<file path="src/pptw_pkg.sv">
// pptw_pkg: shared constants, configuration register codes and the
// command/status structs that join the pre/post-trigger capture controller and datapath.
// No dependencies.
package pptw_pkg;

	localparam int MAX_WINDOW = 64;
	localparam int SAMPLE_W   = 16;
	localparam int ADDR_W     = $clog2(MAX_WINDOW);
	localparam int LEN_W      = $clog2(MAX_WINDOW + 1);
	localparam int CNT_W      = 32;
	localparam int TS_W       = 32;
	localparam int CFG_IDX_W  = 2;
	localparam int CFG_DATA_W = LEN_W;

	typedef enum logic [CFG_IDX_W-1:0] {
		CFG_PRE_LENGTH  = 2'd0,
		CFG_POST_LENGTH = 2'd1,
		CFG_ENABLE      = 2'd2
	} cfg_index_t;

	// controller -> datapath
	typedef struct packed {
		logic take;      // request accepted this cycle
		logic stat_ld;   // load a status result into stage 1
		logic copy_end;  // status load closes a ring copy (trigger taken)
		logic copy_rd;   // read one ring entry for the window copy
		logic emit_rd;   // read one window entry into stage 1
	} pptw_cmd_t;

	// datapath -> controller
	typedef struct packed {
		logic s1_free;   // stage 1 can be loaded this cycle
		logic trig_copy; // request is a taken trigger with a nonzero pre length
		logic complete;  // request is the sample that completes a window
		logic copy_last; // current ring read is the final one
		logic emit_last; // current window read is the final one
	} pptw_stat_t;

endpackage

</file>
<file path="src/pptw_if.sv">
// pptw_in_if / pptw_out_if: valid/ready channels for capture requests and results.
// Depends on pptw_pkg.
interface pptw_in_if;
	logic                           valid;
	logic                           ready;
	logic                           action;
	logic [pptw_pkg::SAMPLE_W-1:0]  sample_value;
	logic [pptw_pkg::TS_W-1:0]      timestamp;

	modport source (output valid, action, sample_value, timestamp, input ready);
	modport sink   (input valid, action, sample_value, timestamp, output ready);
endinterface

interface pptw_out_if;
	logic                           valid;
	logic                           ready;
	logic                           kind;
	logic                           accepted;
	logic                           busy_capturing;
	logic [pptw_pkg::SAMPLE_W-1:0]  window_sample;
	logic                           last_of_window;
	logic [pptw_pkg::CNT_W-1:0]     window_id;
	logic [pptw_pkg::LEN_W-1:0]     pre_part;
	logic [pptw_pkg::TS_W-1:0]      elapsed_time;
	logic [pptw_pkg::CNT_W-1:0]     dropped_samples;
	logic [pptw_pkg::CNT_W-1:0]     dropped_triggers;
	logic [pptw_pkg::CNT_W-1:0]     finished_windows;

	modport source (output valid, kind, accepted, busy_capturing, window_sample,
		last_of_window, window_id, pre_part, elapsed_time, dropped_samples,
		dropped_triggers, finished_windows, input ready);
	modport sink   (input valid, kind, accepted, busy_capturing, window_sample,
		last_of_window, window_id, pre_part, elapsed_time, dropped_samples,
		dropped_triggers, finished_windows, output ready);
endinterface

</file>
<file path="src/pptw_ctrl.sv">
// pptw_ctrl: sequencing state machine for request intake, ring copy and window emission.
// Depends on pptw_pkg.
module pptw_ctrl (
	input  logic                  clk,
	input  logic                  arst_n,
	input  logic                  in_valid,
	output logic                  in_ready,
	input  pptw_pkg::pptw_stat_t  st,
	output pptw_pkg::pptw_cmd_t   cmd
);

	typedef enum logic [1:0] {
		S_IDLE,
		S_COPY,
		S_COPY_END,
		S_EMIT
	} state_t;

	state_t state_q;
	state_t state_d;

	always_comb begin
		cmd      = '0;
		in_ready = 1'b0;
		state_d  = state_q;
		unique case (state_q)
			S_IDLE: begin
				in_ready = st.s1_free;
				cmd.take = in_valid & st.s1_free;
				if (cmd.take) begin
					if (st.trig_copy) begin
						state_d = S_COPY;
					end else if (st.complete) begin
						state_d = S_EMIT;
					end else begin
						cmd.stat_ld = 1'b1;
					end
				end
			end
			S_COPY: begin
				cmd.copy_rd = 1'b1;
				if (st.copy_last) begin
					state_d = S_COPY_END;
				end
			end
			S_COPY_END: begin
				if (st.s1_free) begin
					cmd.stat_ld  = 1'b1;
					cmd.copy_end = 1'b1;
					state_d      = S_IDLE;
				end
			end
			S_EMIT: begin
				if (st.s1_free) begin
					cmd.emit_rd = 1'b1;
					if (st.emit_last) begin
						state_d = S_IDLE;
					end
				end
			end
		endcase
	end

	always_ff @(posedge clk or negedge arst_n) begin
		if (!arst_n) begin
			state_q <= S_IDLE;
		end else begin
			state_q <= state_d;
		end
	end

endmodule

</file>
<file path="src/pptw_dp.sv">
// pptw_dp: capture datapath: history ring, window store, cursors, counters,
// configuration registers and the two-stage result path. Depends on pptw_pkg, pptw_if.
module pptw_dp (
	input  logic                              clk,
	input  logic                              arst_n,
	input  logic                              in_action,
	input  logic [pptw_pkg::SAMPLE_W-1:0]     in_sample,
	input  logic [pptw_pkg::TS_W-1:0]         in_ts,
	input  logic                              cfg_we,
	input  logic [pptw_pkg::CFG_IDX_W-1:0]    cfg_index,
	input  logic [pptw_pkg::CFG_DATA_W-1:0]   cfg_data,
	input  pptw_pkg::pptw_cmd_t               cmd,
	output pptw_pkg::pptw_stat_t              st,
	pptw_out_if.source                        res
);

	localparam int LW = pptw_pkg::LEN_W;
	localparam int AW = pptw_pkg::ADDR_W;
	localparam int SW = pptw_pkg::SAMPLE_W;
	localparam int CW = pptw_pkg::CNT_W;
	localparam int TW = pptw_pkg::TS_W;
	localparam int MW = pptw_pkg::MAX_WINDOW;

	// configuration and architectural state
	logic [LW-1:0] reg_pre_q, reg_post_q, act_pre_q, act_post_q;
	logic          configured_q, capture_q;
	logic [AW-1:0] wp_q;
	logic [LW-1:0] post_col_q;
	logic [CW-1:0] next_id_q, sdrop_q, tdrop_q, done_q;
	logic [TW-1:0] trig_time_q;
	logic [MW-1:0] ring_vld_q;

	// copy and emission cursors
	logic [AW-1:0] rp_q, copy_widx_q, emit_idx_q;
	logic [LW-1:0] copy_cnt_q;
	logic          copy_wr_s1;
	logic [CW-1:0] win_id_q;
	logic [TW-1:0] elapsed_q;

	// memories
	logic [SW-1:0] ring_mem [MW];
	logic [SW-1:0] win_mem  [MW];
	logic [SW-1:0] ring_rdata_s1, win_rdata_s1;
	logic          ring_rvld_s1;

	// result stage 1 and output register
	logic          res_valid_s1, kind_s1, acc_s1, busy_s1, last_s1;
	logic [CW-1:0] id_s1, sdrop_s1, tdrop_s1, done_s1;
	logic [LW-1:0] pre_s1;
	logic [TW-1:0] elapsed_s1;
	logic          out_valid_q, out_kind_q, out_acc_q, out_busy_q, out_last_q;
	logic [SW-1:0] out_sample_q;
	logic [CW-1:0] out_id_q, out_sdrop_q, out_tdrop_q, out_done_q;
	logic [LW-1:0] out_pre_q;
	logic [TW-1:0] out_elapsed_q;

	// request decode
	logic          trig_ok, trig_drop, samp_drop, samp_ok, post_wr, complete, acc_now;
	logic          pre_nz, capture_nx, take_ok;
	logic [LW-1:0] post_col_inc, total, wp_inc, rp_inc;
	logic [CW-1:0] sdrop_nx, tdrop_nx, done_nx;
	logic [LW:0]   cfg_sum;
	logic          enable_ok;
	logic          s1_adv, s1_free, s1_ld;
	logic          win_we;
	logic [AW-1:0] win_wa;
	logic [SW-1:0] win_wd;

	assign pre_nz       = (act_pre_q != '0);
	assign trig_ok      = in_action & configured_q & ~capture_q;
	assign trig_drop    = in_action & configured_q & capture_q;
	assign samp_drop    = ~in_action & ~configured_q;
	assign samp_ok      = ~in_action & configured_q;
	assign post_wr      = samp_ok & capture_q & (post_col_q < act_post_q);
	assign post_col_inc = post_col_q + LW'(1);
	assign complete     = post_wr & (post_col_inc == act_post_q);
	assign acc_now      = trig_ok | samp_ok;
	assign take_ok      = cmd.take & samp_ok;

	assign capture_nx = cmd.take ? ((capture_q & ~complete) | trig_ok) : capture_q;
	assign sdrop_nx   = sdrop_q + CW'(cmd.take & samp_drop);
	assign tdrop_nx   = tdrop_q + CW'(cmd.take & trig_drop);
	assign done_nx    = done_q + CW'(cmd.take & complete);

	assign total  = act_pre_q + act_post_q;
	assign wp_inc = LW'(wp_q) + LW'(1);
	assign rp_inc = LW'(rp_q) + LW'(1);

	assign cfg_sum   = (LW+1)'(reg_pre_q) + (LW+1)'(reg_post_q);
	assign enable_ok = cfg_data[0] && ((reg_pre_q | reg_post_q) != '0)
		&& (cfg_sum <= (LW+1)'(MW));

	assign s1_adv  = res_valid_s1 & (~out_valid_q | res.ready);
	assign s1_free = ~res_valid_s1 | s1_adv;
	assign s1_ld   = cmd.stat_ld | cmd.emit_rd;

	assign st.s1_free   = s1_free;
	assign st.trig_copy = trig_ok & pre_nz;
	assign st.complete  = complete;
	assign st.copy_last = (copy_cnt_q == act_pre_q - LW'(1));
	assign st.emit_last = (LW'(emit_idx_q) == total - LW'(1));

	// single window write port: ring copy or post-trigger sample
	always_comb begin
		win_we = 1'b0;
		win_wa = copy_widx_q;
		win_wd = ring_rvld_s1 ? ring_rdata_s1 : '0;
		if (copy_wr_s1) begin
			win_we = 1'b1;
		end else if (take_ok && post_wr) begin
			win_we = 1'b1;
			win_wa = AW'(act_pre_q + post_col_q);
			win_wd = in_sample;
		end
	end

	always_ff @(posedge clk or negedge arst_n) begin
		if (!arst_n) begin
			reg_pre_q    <= '0;
			reg_post_q   <= '0;
			act_pre_q    <= '0;
			act_post_q   <= '0;
			configured_q <= 1'b0;
			capture_q    <= 1'b0;
			wp_q         <= '0;
			post_col_q   <= '0;
			next_id_q    <= '0;
			trig_time_q  <= '0;
			sdrop_q      <= '0;
			tdrop_q      <= '0;
			done_q       <= '0;
			ring_vld_q   <= '0;
			rp_q         <= '0;
			copy_cnt_q   <= '0;
			copy_widx_q  <= '0;
			copy_wr_s1   <= 1'b0;
			emit_idx_q   <= '0;
			res_valid_s1 <= 1'b0;
			out_valid_q  <= 1'b0;
		end else begin
			copy_wr_s1   <= cmd.copy_rd;
			res_valid_s1 <= s1_ld | (res_valid_s1 & ~s1_adv);
			out_valid_q  <= s1_adv | (out_valid_q & ~res.ready);
			if (cfg_we) begin
				unique case (pptw_pkg::cfg_index_t'(cfg_index))
					pptw_pkg::CFG_PRE_LENGTH:  reg_pre_q  <= cfg_data[LW-1:0];
					pptw_pkg::CFG_POST_LENGTH: reg_post_q <= cfg_data[LW-1:0];
					pptw_pkg::CFG_ENABLE: begin
						if (!cfg_data[0]) begin
							configured_q <= 1'b0;
							capture_q    <= 1'b0;
						end else if (enable_ok) begin
							act_pre_q    <= reg_pre_q;
							act_post_q   <= reg_post_q;
							configured_q <= 1'b1;
							capture_q    <= 1'b0;
							wp_q         <= '0;
							post_col_q   <= '0;
							next_id_q    <= '0;
							trig_time_q  <= '0;
							sdrop_q      <= '0;
							tdrop_q      <= '0;
							done_q       <= '0;
							ring_vld_q   <= '0;
						end
					end
					default: ;
				endcase
			end else begin
				capture_q <= capture_nx;
				sdrop_q   <= sdrop_nx;
				tdrop_q   <= tdrop_nx;
				done_q    <= done_nx;
				if (cmd.take && trig_ok) begin
					post_col_q  <= '0;
					trig_time_q <= in_ts;
					rp_q        <= wp_q;
					copy_cnt_q  <= '0;
					copy_widx_q <= '0;
				end
				if (take_ok && pre_nz) begin
					ring_vld_q[wp_q] <= 1'b1;
					wp_q <= (wp_inc >= act_pre_q) ? '0 : wp_inc[AW-1:0];
				end
				if (take_ok && post_wr) begin
					post_col_q <= post_col_inc;
				end
				if (cmd.take && complete) begin
					next_id_q  <= next_id_q + CW'(1);
					emit_idx_q <= '0;
				end
				if (cmd.copy_rd) begin
					rp_q       <= (rp_inc >= act_pre_q) ? '0 : rp_inc[AW-1:0];
					copy_cnt_q <= copy_cnt_q + LW'(1);
				end
				if (copy_wr_s1) begin
					copy_widx_q <= copy_widx_q + AW'(1);
				end
				if (cmd.emit_rd) begin
					emit_idx_q <= emit_idx_q + AW'(1);
				end
			end
		end
	end

	// memories and payload registers
	always_ff @(posedge clk) begin
		if (take_ok && pre_nz) begin
			ring_mem[wp_q] <= in_sample;
		end
		if (cmd.copy_rd) begin
			ring_rdata_s1 <= ring_mem[rp_q];
			ring_rvld_s1  <= ring_vld_q[rp_q];
		end
		if (win_we) begin
			win_mem[win_wa] <= win_wd;
		end
		if (cmd.emit_rd) begin
			win_rdata_s1 <= win_mem[emit_idx_q];
		end
		if (cmd.take && complete) begin
			win_id_q  <= next_id_q;
			elapsed_q <= in_ts - trig_time_q;
		end
		if (s1_ld) begin
			kind_s1    <= cmd.emit_rd;
			acc_s1     <= cmd.emit_rd | cmd.copy_end | (cmd.take & acc_now);
			busy_s1    <= ~cmd.emit_rd & configured_q & capture_nx;
			last_s1    <= cmd.emit_rd & st.emit_last;
			id_s1      <= cmd.emit_rd ? win_id_q : '0;
			pre_s1     <= cmd.emit_rd ? act_pre_q : '0;
			elapsed_s1 <= cmd.emit_rd ? elapsed_q : '0;
			sdrop_s1   <= sdrop_nx;
			tdrop_s1   <= tdrop_nx;
			done_s1    <= done_nx;
		end
		if (s1_adv) begin
			out_kind_q    <= kind_s1;
			out_acc_q     <= acc_s1;
			out_busy_q    <= busy_s1;
			out_sample_q  <= kind_s1 ? win_rdata_s1 : '0;
			out_last_q    <= last_s1;
			out_id_q      <= id_s1;
			out_pre_q     <= pre_s1;
			out_elapsed_q <= elapsed_s1;
			out_sdrop_q   <= sdrop_s1;
			out_tdrop_q   <= tdrop_s1;
			out_done_q    <= done_s1;
		end
	end

	assign res.valid            = out_valid_q;
	assign res.kind             = out_kind_q;
	assign res.accepted         = out_acc_q;
	assign res.busy_capturing   = out_busy_q;
	assign res.window_sample    = out_sample_q;
	assign res.last_of_window   = out_last_q;
	assign res.window_id        = out_id_q;
	assign res.pre_part         = out_pre_q;
	assign res.elapsed_time     = out_elapsed_q;
	assign res.dropped_samples  = out_sdrop_q;
	assign res.dropped_triggers = out_tdrop_q;
	assign res.finished_windows = out_done_q;

	a_capture_configured: assert property (@(posedge clk) disable iff (!arst_n)
		capture_q |-> configured_q)
		else $error("capture running while unconfigured");

	a_post_bound: assert property (@(posedge clk) disable iff (!arst_n)
		post_col_q <= act_post_q)
		else $error("post-trigger count beyond post length");

	a_wp_bound: assert property (@(posedge clk) disable iff (!arst_n)
		(act_pre_q != '0) |-> (LW'(wp_q) < act_pre_q))
		else $error("ring write position beyond pre length");

	a_s1_load: assert property (@(posedge clk) disable iff (!arst_n)
		(cmd.stat_ld || cmd.emit_rd) |-> s1_free)
		else $error("result stage overwritten");

endmodule

</file>
<file path="src/pre_post_trigger_window_capture_top.sv">
// A status result is registered in stage 1 and then in the output register ahead of out_res.
// Throughput: one request per cycle while out_res is ready and each causes one status result.
// A taken trigger with pre length P > 0 holds off input during the ring copy (one read port).
// A completing sample emits pre+post results, one per cycle while out_res is ready (window read port).
// Reset: arst_n asynchronous; clears control state and counters, ring reads zero via
// per-entry valid bits; the window store has no reset. No clearing pass.
module pre_post_trigger_window_capture_top (
	input  logic                              clk,
	input  logic                              arst_n,
	pptw_in_if.sink                           in_req,
	pptw_out_if.source                        out_res,
	input  logic                              cfg_we,
	input  logic [pptw_pkg::CFG_IDX_W-1:0]    cfg_index,
	input  logic [pptw_pkg::CFG_DATA_W-1:0]   cfg_data
);

	pptw_pkg::pptw_cmd_t  cmd;
	pptw_pkg::pptw_stat_t st;
	logic                 in_ready;

	assign in_req.ready = in_ready;

	pptw_ctrl u_ctrl (
		.clk      (clk),
		.arst_n   (arst_n),
		.in_valid (in_req.valid),
		.in_ready (in_ready),
		.st       (st),
		.cmd      (cmd)
	);

	pptw_dp u_dp (
		.clk       (clk),
		.arst_n    (arst_n),
		.in_action (in_req.action),
		.in_sample (in_req.sample_value),
		.in_ts     (in_req.timestamp),
		.cfg_we    (cfg_we),
		.cfg_index (cfg_index),
		.cfg_data  (cfg_data),
		.cmd       (cmd),
		.st        (st),
		.res       (out_res)
	);

endmodule

</file>
<file path="src/flat_wrapper.sv">
// flat-port wrapper written by rule: the top's interface ports become plain ports
module pre_post_trigger_window_capture_top_flat 
  (clk, arst_n, cfg_we, cfg_index, cfg_data, in_req_valid, in_req_action, in_req_sample_value, in_req_timestamp, in_req_ready, out_res_valid, out_res_kind, out_res_accepted, out_res_busy_capturing, out_res_window_sample, out_res_last_of_window, out_res_window_id, out_res_pre_part, out_res_elapsed_time, out_res_dropped_samples, out_res_dropped_triggers, out_res_finished_windows, out_res_ready);
  pptw_in_if in_req_i ();
  pptw_out_if out_res_i ();
  input  logic clk;
  input  logic arst_n;
  input  logic cfg_we;
  input  logic [pptw_pkg::CFG_IDX_W-1:0] cfg_index;
  input  logic [pptw_pkg::CFG_DATA_W-1:0] cfg_data;
  input wire logic [$bits(in_req_i.valid)-1:0] in_req_valid;
  input wire logic [$bits(in_req_i.action)-1:0] in_req_action;
  input wire logic [$bits(in_req_i.sample_value)-1:0] in_req_sample_value;
  input wire logic [$bits(in_req_i.timestamp)-1:0] in_req_timestamp;
  output wire logic [$bits(in_req_i.ready)-1:0] in_req_ready;
  output wire logic [$bits(out_res_i.valid)-1:0] out_res_valid;
  output wire logic [$bits(out_res_i.kind)-1:0] out_res_kind;
  output wire logic [$bits(out_res_i.accepted)-1:0] out_res_accepted;
  output wire logic [$bits(out_res_i.busy_capturing)-1:0] out_res_busy_capturing;
  output wire logic [$bits(out_res_i.window_sample)-1:0] out_res_window_sample;
  output wire logic [$bits(out_res_i.last_of_window)-1:0] out_res_last_of_window;
  output wire logic [$bits(out_res_i.window_id)-1:0] out_res_window_id;
  output wire logic [$bits(out_res_i.pre_part)-1:0] out_res_pre_part;
  output wire logic [$bits(out_res_i.elapsed_time)-1:0] out_res_elapsed_time;
  output wire logic [$bits(out_res_i.dropped_samples)-1:0] out_res_dropped_samples;
  output wire logic [$bits(out_res_i.dropped_triggers)-1:0] out_res_dropped_triggers;
  output wire logic [$bits(out_res_i.finished_windows)-1:0] out_res_finished_windows;
  input wire logic [$bits(out_res_i.ready)-1:0] out_res_ready;
  assign in_req_i.valid = in_req_valid;
  assign in_req_i.action = in_req_action;
  assign in_req_i.sample_value = in_req_sample_value;
  assign in_req_i.timestamp = in_req_timestamp;
  assign in_req_ready = in_req_i.ready;
  assign out_res_valid = out_res_i.valid;
  assign out_res_kind = out_res_i.kind;
  assign out_res_accepted = out_res_i.accepted;
  assign out_res_busy_capturing = out_res_i.busy_capturing;
  assign out_res_window_sample = out_res_i.window_sample;
  assign out_res_last_of_window = out_res_i.last_of_window;
  assign out_res_window_id = out_res_i.window_id;
  assign out_res_pre_part = out_res_i.pre_part;
  assign out_res_elapsed_time = out_res_i.elapsed_time;
  assign out_res_dropped_samples = out_res_i.dropped_samples;
  assign out_res_dropped_triggers = out_res_i.dropped_triggers;
  assign out_res_finished_windows = out_res_i.finished_windows;
  assign out_res_i.ready = out_res_ready;
  pre_post_trigger_window_capture_top u_core (.clk(clk), .arst_n(arst_n), .in_req(in_req_i), .out_res(out_res_i), .cfg_we(cfg_we), .cfg_index(cfg_index), .cfg_data(cfg_data));
endmodule
</file>
<file path="config.mk">
export PLATFORM = sky130hd
export DESIGN_NAME = pre_post_trigger_window_capture_top_flat
export DESIGN_NICKNAME = d
export VERILOG_FILES = /design/src/pptw_pkg.sv /design/src/pptw_if.sv /design/src/pptw_ctrl.sv /design/src/pptw_dp.sv /design/src/pre_post_trigger_window_capture_top.sv /design/src/flat_wrapper.sv
export SDC_FILE = /design/constraint.sdc
export NUM_CORES = 2
export LEC_CHECK = 0
export BUFFER_PORTS_ARGS = -buffer_cell sky130_fd_sc_hd__buf_2
export CAP_MARGIN = 20
export CORE_UTILIZATION = 50
export CTS_BUF_LIST = sky130_fd_sc_hd__clkbuf_8
export DETAILED_ROUTE_END_ITERATION = 10
export PLACE_DENSITY = 0.7
export SYNTH_ARGS = -nofsm -noshare
export SYNTH_HDL_FRONTEND = slang
export SYNTH_HIERARCHICAL = 1
export SYNTH_SLANG_ARGS = --single-unit
</file>
<file path="constraint.sdc">
create_clock -name clk -period 6.6 [get_ports clk]
set_clock_uncertainty 0.05 [all_clocks]
set_input_delay 0.66 -clock clk [delete_from_list [all_inputs] [get_ports clk]]
set_output_delay 0.66 -clock clk [all_outputs]
set_load 0.02 [all_outputs]
</file>
* Word-level counts from Yosys, hierarchy flattened *
Memories as Yosys holds them, arrays and structs flattened. A register that Yosys moved wholly into a read port is not among the register bits.
Index checks and enable logic that the tools add are counted.
Widths: inputs -> output; s select.

storage, ports and cells
  memory bits (writable) = 2,048
  register bits = 720
  word-level logic and storage cells = 241
  input bits = 63
  memories kept = 2

cells by class
  multiplexer cells = 76
  order comparisons = 7
  reductions and logical operators = 32
  $add $sub $neg = 16
  eq/ne operators = 19
  bitwise operators = 43

memories
  memory                words  width  read ports  clocked after Yosys merged registers in  wr ports  RTL line       RTL
  u_core.u_dp.ring_mem  64     16     1           1                                        1         pptw_dp.sv:41  logic [SW-1:0] ring_mem [MW];
  u_core.u_dp.win_mem   64     16     1           1                                        1         pptw_dp.sv:42  logic [SW-1:0] win_mem [MW];

operator list
  cell                   count
  $mux 32                10
  $mux 64                5
  $add 32x1->32          3
  $mux 6                 15
  $or 64x64->64          1
  $mux 7                 7
  $mux 16                3
  $add 32x1->32 const B  1
  $sub 32x32->32         1
  $mux 1                 24
  $and 1x1->1            22
  $reduce_and 4->1       5
  $mux 2                 8
  $add 6x1->7 const B    2
  $add 7x1->7 const B    2
  $eq 7x7->1             2
  $ge 7x7->1             2
  $lt 6x7->1 const B     2
  $reduce_bool 7->1      2
  $sub 7x1->7 const B    2
  $add 6x1->6 const B    2
  $reduce_and 2->1       6
  $reduce_bool 2->1      6
  $ne 2x1->1 const B     5
  23 further kinds       55

* Longest topological paths before layout *
  depth in word-level cells = 12
  depth in mapped cells = 20
  mapped depth without buffers = 20

* Hierarchy *
The synthesis kept the hierarchy.

by module, submodules not included
  module     cells an instance  area an instance (µm²)  instances
  pptw_dp    6,059              110,928.9               1
  pptw_ctrl  19                 171.4                   1

* Worst setup path after synthesis *
No wires, ideal clock.

  path type = input -> register
  start point = input out_res_ready
  end point = register u_core.u_dp.out_acc_q (netlist: u_core/u_dp/res.accepted), enable pin
  slack = 953 ps
  buffers on the path = 0
  stages = 2
  required time = 5,980 ps
  library setup time = 570 ps
  arrival = 5,028 ps
  cell sequence = nand2b_1 -> and2_1

between the ends
  word-level cells in the longest chain between the ends = 2

RTL lines
  item                          RTL line            RTL
  from (decl)                   flat_wrapper.sv:28  input wire logic [$bits(out_res_i.ready)-1:0] out_res_ready;
  $or 1x1->1                    pptw_dp.sv:93       assign s1_adv = res_valid_s1 & (~out_valid_q | res.ready);
  $and 1x1->1                   pptw_dp.sv:93
  named net u_core.u_dp.s1_adv  pptw_dp.sv:64       logic s1_adv, s1_free, s1_ld;
  to (signal assigned)          pptw_dp.sv:239      out_acc_q <= acc_s1;
  to (decl)                     pptw_dp.sv:51       logic out_valid_q, out_kind_q, out_acc_q, out_busy_q, out_last_q;

The timed path passes the listed nets, and every way through them passes these cells.
A chain may end at the register's enable or synchronous reset.

* Final worst setup path *
  start point = register u_core.u_dp.post_col_q[1]
  end point = memory u_core/u_dp/win_mem[50][15] (netlist name), enable pin

between the ends
  word-level cells in the longest chain between the ends = 7
  elaborated cells between the ends (all ways) = 10
  classes of those cells = add/sub (1); order compare (1); mux (6); bitwise (1); reduce/logical (1)

RTL lines
  item                          RTL line        RTL
  from (decl)                   pptw_dp.sv:28   logic [LW-1:0] post_col_q;
  from (signal assigned)        pptw_dp.sv:186  post_col_q <= post_col_inc;
  $lt 7x7->1                    pptw_dp.sv:74   assign post_wr = samp_ok & capture_q & (post_col_q < act_post_q);
  $and 1x1->1                   pptw_dp.sv:74
  $logic_and 1x1->1             pptw_dp.sv:110  end else if (take_ok && post_wr) begin
  $mux 1                        pptw_dp.sv:110
  $mux 1                        pptw_dp.sv:108  if (copy_wr_s1) begin
  $mux 1                        pptw_dp.sv:215  if (win_we) begin
  $mux 1 (not written as such)  pptw_dp.sv:216  win_mem[win_wa] <= win_wd;
  to (decl)                     pptw_dp.sv:42

Parallel ways exist; a longest one is shown, timed or not.

==> flow_summary.toml <==
[worst_setup_path]
max_stage_delay_ps = 630
worstSetupPathType = "reg -> reg"
worst-path-buf-inv = 2
required_ps = 7320
worstPathArrival_ps = 5320
worstSetupStartpointType = "flip-flop"
cp.depth = 13
worst_setup_path_end_kind = "flip-flop"
reg2regPathDepth = 13
cpMostUsedCell = "o21a_1"
cp_top_family = "simple AND/OR/NAND/NOR gates"
cp_slowest_cell = "buf_4"
crit_chain = "ha_1 > nor2b_1 > o21a_1 > o21a_1 > o21a_1 > o211ai_1 > and4b_2 > buf_4 > nand3_1 > o21ai_0 > nand2_1 > nor2_1 > buf_4"
critPathMaxFanout = 44

[global_route]
grt-ovfl-total = 0
grt_use_met3 = 0.0433
grt_pass1_wl_mm = 384
busiest_layer = "met2"
grt_pass1_vias = 59000
track_usage = 0.232
grt_max_degree = 188
use_met1 = 0.328
antenna_found_initial = 10
use_met2 = 0.366

[placement]
dp.cells = 9208
hpwl_mm = 160
place_congestion = 0.885
port_buffers = 251

[floorplanning]
rows = 172
die_area_um2 = 224000
start_util = 0.505
coreArea_um2 = 220000
io-pin-count = 252
die_y_um = 473
die_w_um = 473

[route]
wl_mm = 260
ant_nets = 0
wire_per_inst_um = 25.8
drtPass1Iterations = 6
drc = 0
viasPerCell = 5.91
vias = 59600
drtIter0Drc = 6658

[cells_and_area]
final_util = 0.571
reg_top3 = "u_core/u_dp/ring_mem: 1024 flops, u_core/u_dp/win_mem: 1024 flops, u_core/u_dp/ring_vld_q: 64 flops"
syn2layout_area_growth_pct = 13.2
fin_cells = 10100
fin_nets = 6925
nFillCells = 16300
drive_gt1_frac = 0.233

[outcome]
status = "finished, final reports clean"

[pwr]
powerDensity_nw_per_um2 = 395
ir_drop_uv = 357
cellLeakagePower_nw = 43.7

[clock_network]
cts.sinks = 2800
cts_root_buffer = "clkbuf_8"
clock_latency_ps = 1110
cts_tree = "done"
cts_made_buffers = 443
cts_max_level = 5
cts.clk_slew.worst_paths_ps = 60
cts_buffer_depth = 4
cts_resized = 0

[timing]
setup_tns_ps = 0
finalHoldViolations = 0
finalSetupViolations = 0
max_freq_ghz = 0.217
drv_slew = 0
finalCriticalPeriod_ps = 4600
holdWs_ps = 98.6
rsz0062_at_grt = "false"
period_share = 0.697
slew_headroom = 0.283
worst_slew_pin_slew_ps = 1080

[synthesis]
ys.flop_type = "edfxtp_1"
synth_fa_ha_area_frac = 0.0115
synth_edf_count = 2503
synth_nets = 6241
yosysUniqueCellTypes = 78
async_flop_share = 0.106
yosys.area_share.simple = 0.0405
synth_mux_area_frac = 0.126
ys_seq_area_frac = 0.743
synth_xor_xnor_area_share = 0.0136
synthCells = 6078
syn_area_per_cell_um2 = 18.3
yosys_register_bits = 2800
syn_area_um2 = 111000
synth_compound_gate_area_share = 0.0507
synth_top_family_by_area = "multiplexers"
ys_warn_count = 6

[job]
max_cap_violations = 0

[worst_hold_path]
hold_path.class = "in -> async"
Yosys cell counts, types with 8 or more instances:
master / number / area [um^2]
ha_1: 96 / 1200
dfrtp_1: 297 / 7430
xor2_1: 75 / 657
buf_1: 57 / 214
or2_2: 8 / 50.1
mux4_2: 489 / 11000
or4_1: 14 / 105
clkbuf_1: 221 / 830
a21oi_1: 215 / 1080
o31ai_1: 38 / 285
inv_1: 105 / 394
nor3_1: 26 / 130
nand4_1: 23 / 144
nand3_1: 88 / 440
o21ai_1: 60 / 300
edfxtp_1: 2503 / 75200
o211ai_1: 8 / 60.1
and3_1: 40 / 250
o22ai_1: 70 / 438
o221ai_1: 68 / 596
o21a_1: 9 / 67.6
nor2b_1: 16 / 100
nand2_1: 292 / 1100
xnor2_1: 97 / 850
a22o_1: 125 / 1090
and2_1: 99 / 619
mux2i_1: 210 / 2100
a211oi_1: 8 / 60.1
a31oi_1: 15 / 93.8
and4_1: 8 / 70.1
mux2_2: 78 / 878
buf_2: 24 / 120
nor2_1: 258 / 968
a21o_1: 33 / 248
nand2b_1: 27 / 169
or3_1: 12 / 75.1
o21ai_0: 176 / 881
cell usage in the layout, fill, tap and decap left out, types with 60 or more instances in the layout:
master / instances
edfxtp_1: 2503
mux4_2: 489
clkbuf_8: 466
nand2_1: 291
dfrtp_1: 289
nor2_1: 255
inv_1: 249
buf_2: 249
a21oi_1: 215
buf_4: 213
mux2i_1: 210
o21ai_0: 160
a22o_1: 125
clkinv_1: 105
xnor2_1: 97
and2_1: 97
ha_1: 96
nand3_1: 88
mux2_2: 78
xor2_1: 75
o22ai_1: 70
o221ai_1: 68
clkinv_2: 64
dlygate4sd3_1: 64
o21ai_1: 60
per-layer routing:
metal | vias up | share of wire
met3 | 485 | 0.080
met1 | 30700 | 0.41
met4 | 6 | 0.030
met5 | - | 0.00018
li1 | 25700 | -
met2 | 2713 | 0.48
report_power, final:
part	switching, mW	internal (mW)	total [mW]
Clock	6.59	6.80	13.4
Sequential	1.05	22.1	23.1
Combinational	8.17	5.05	13.2
path summary, 6_finish.rpt:
| check | startpoint | to | slack (ps) |
|---|---|---|---|
| hold / removal | arst_n | u_core/u_dp/sdrop_q[29]$_DFFE_PN0P_ | 100 |
| setup reg to reg | u_core/u_dp/post_col_q[1]$_DFFE_PN0P_ | u_core/u_dp/win_mem[50][15]$_DFFE_PP_ | 2000 |
| hold reg to reg | u_core/u_dp/pre_s1[6]$_SDFFCE_PN0P_ | u_core/u_dp/res.pre_part[6]$_DFFE_PP_ | 340 |
| max in group asynchronous | arst_n | u_core/u_dp/rp_q[0]$_DFFE_PN0P_ | 5000 |
| min in group clk | in_req_sample_value[9] | u_core/u_dp/ring_mem[29][9]$_DFFE_PP_ | 110 |
| setup / recovery | u_core/u_dp/post_col_q[1]$_DFFE_PN0P_ | u_core/u_dp/win_mem[50][15]$_DFFE_PP_ | 2000 |
per-stage QoR:
stage          setup slack (ps)  total power [mW]  cell area [um^2]
2_1_floorplan               953              31.6            111000
3_5_place_dp               1870              36.7            117000
5_1_grt                    1740              51.6            126000
6_report                   2000              49.7            126000
4_1_cts                    2050              50.1            126000
3_3_place_gp               1980              36.6            117000
worst reg2reg max path, cell delays in order, from the launching register on:
cell and delay, ps:
dfrtp_1 510, ha_1 290, nor2b_1 120, o21a_1 170, o21a_1 170, o21a_1 170
o211ai_1 270, and4b_2 420, buf_4 640, nand3_1 200, o21ai_0 160, nand2_1 430
nor2_1 410, buf_4 300
cells by family after synthesis:
kind of cell,after synthesis
adders and majority gates,100
DFF,2800
AOI/OAI and AO/OA,873
buffers and inverters,411
xor gates and xnor gates,172
muxes,777
and+or+nand+nor,945
layout make-up:
class | instances | area, um^2 | area share
Multi-Input combinational cell | 2867 | 27100 | 0.216
Sequential cell | 2800 | 82600 | 0.657
Timing Repair Buffer | 544 | 3830 | 0.0304
Inverter | 106 | 399 | 0.00317
Clock buffer | 466 | 6410 | 0.0510
Clock inverter | 336 | 1610 | 0.0128
Tap cell | 2958 | 3700 | 0.0294
Antenna cell | 3 | 7.51 | 0.0000597
what timing repair did:
| item | 4_1_cts | 5_1_grt |
|---|---|---|
| buffers inserted | 0 | 0 |
| hold buffers | 64 | 0 |
| endpoints found under the hold margin | 230 | 0 |
Power figures use the tool's default switching activity.
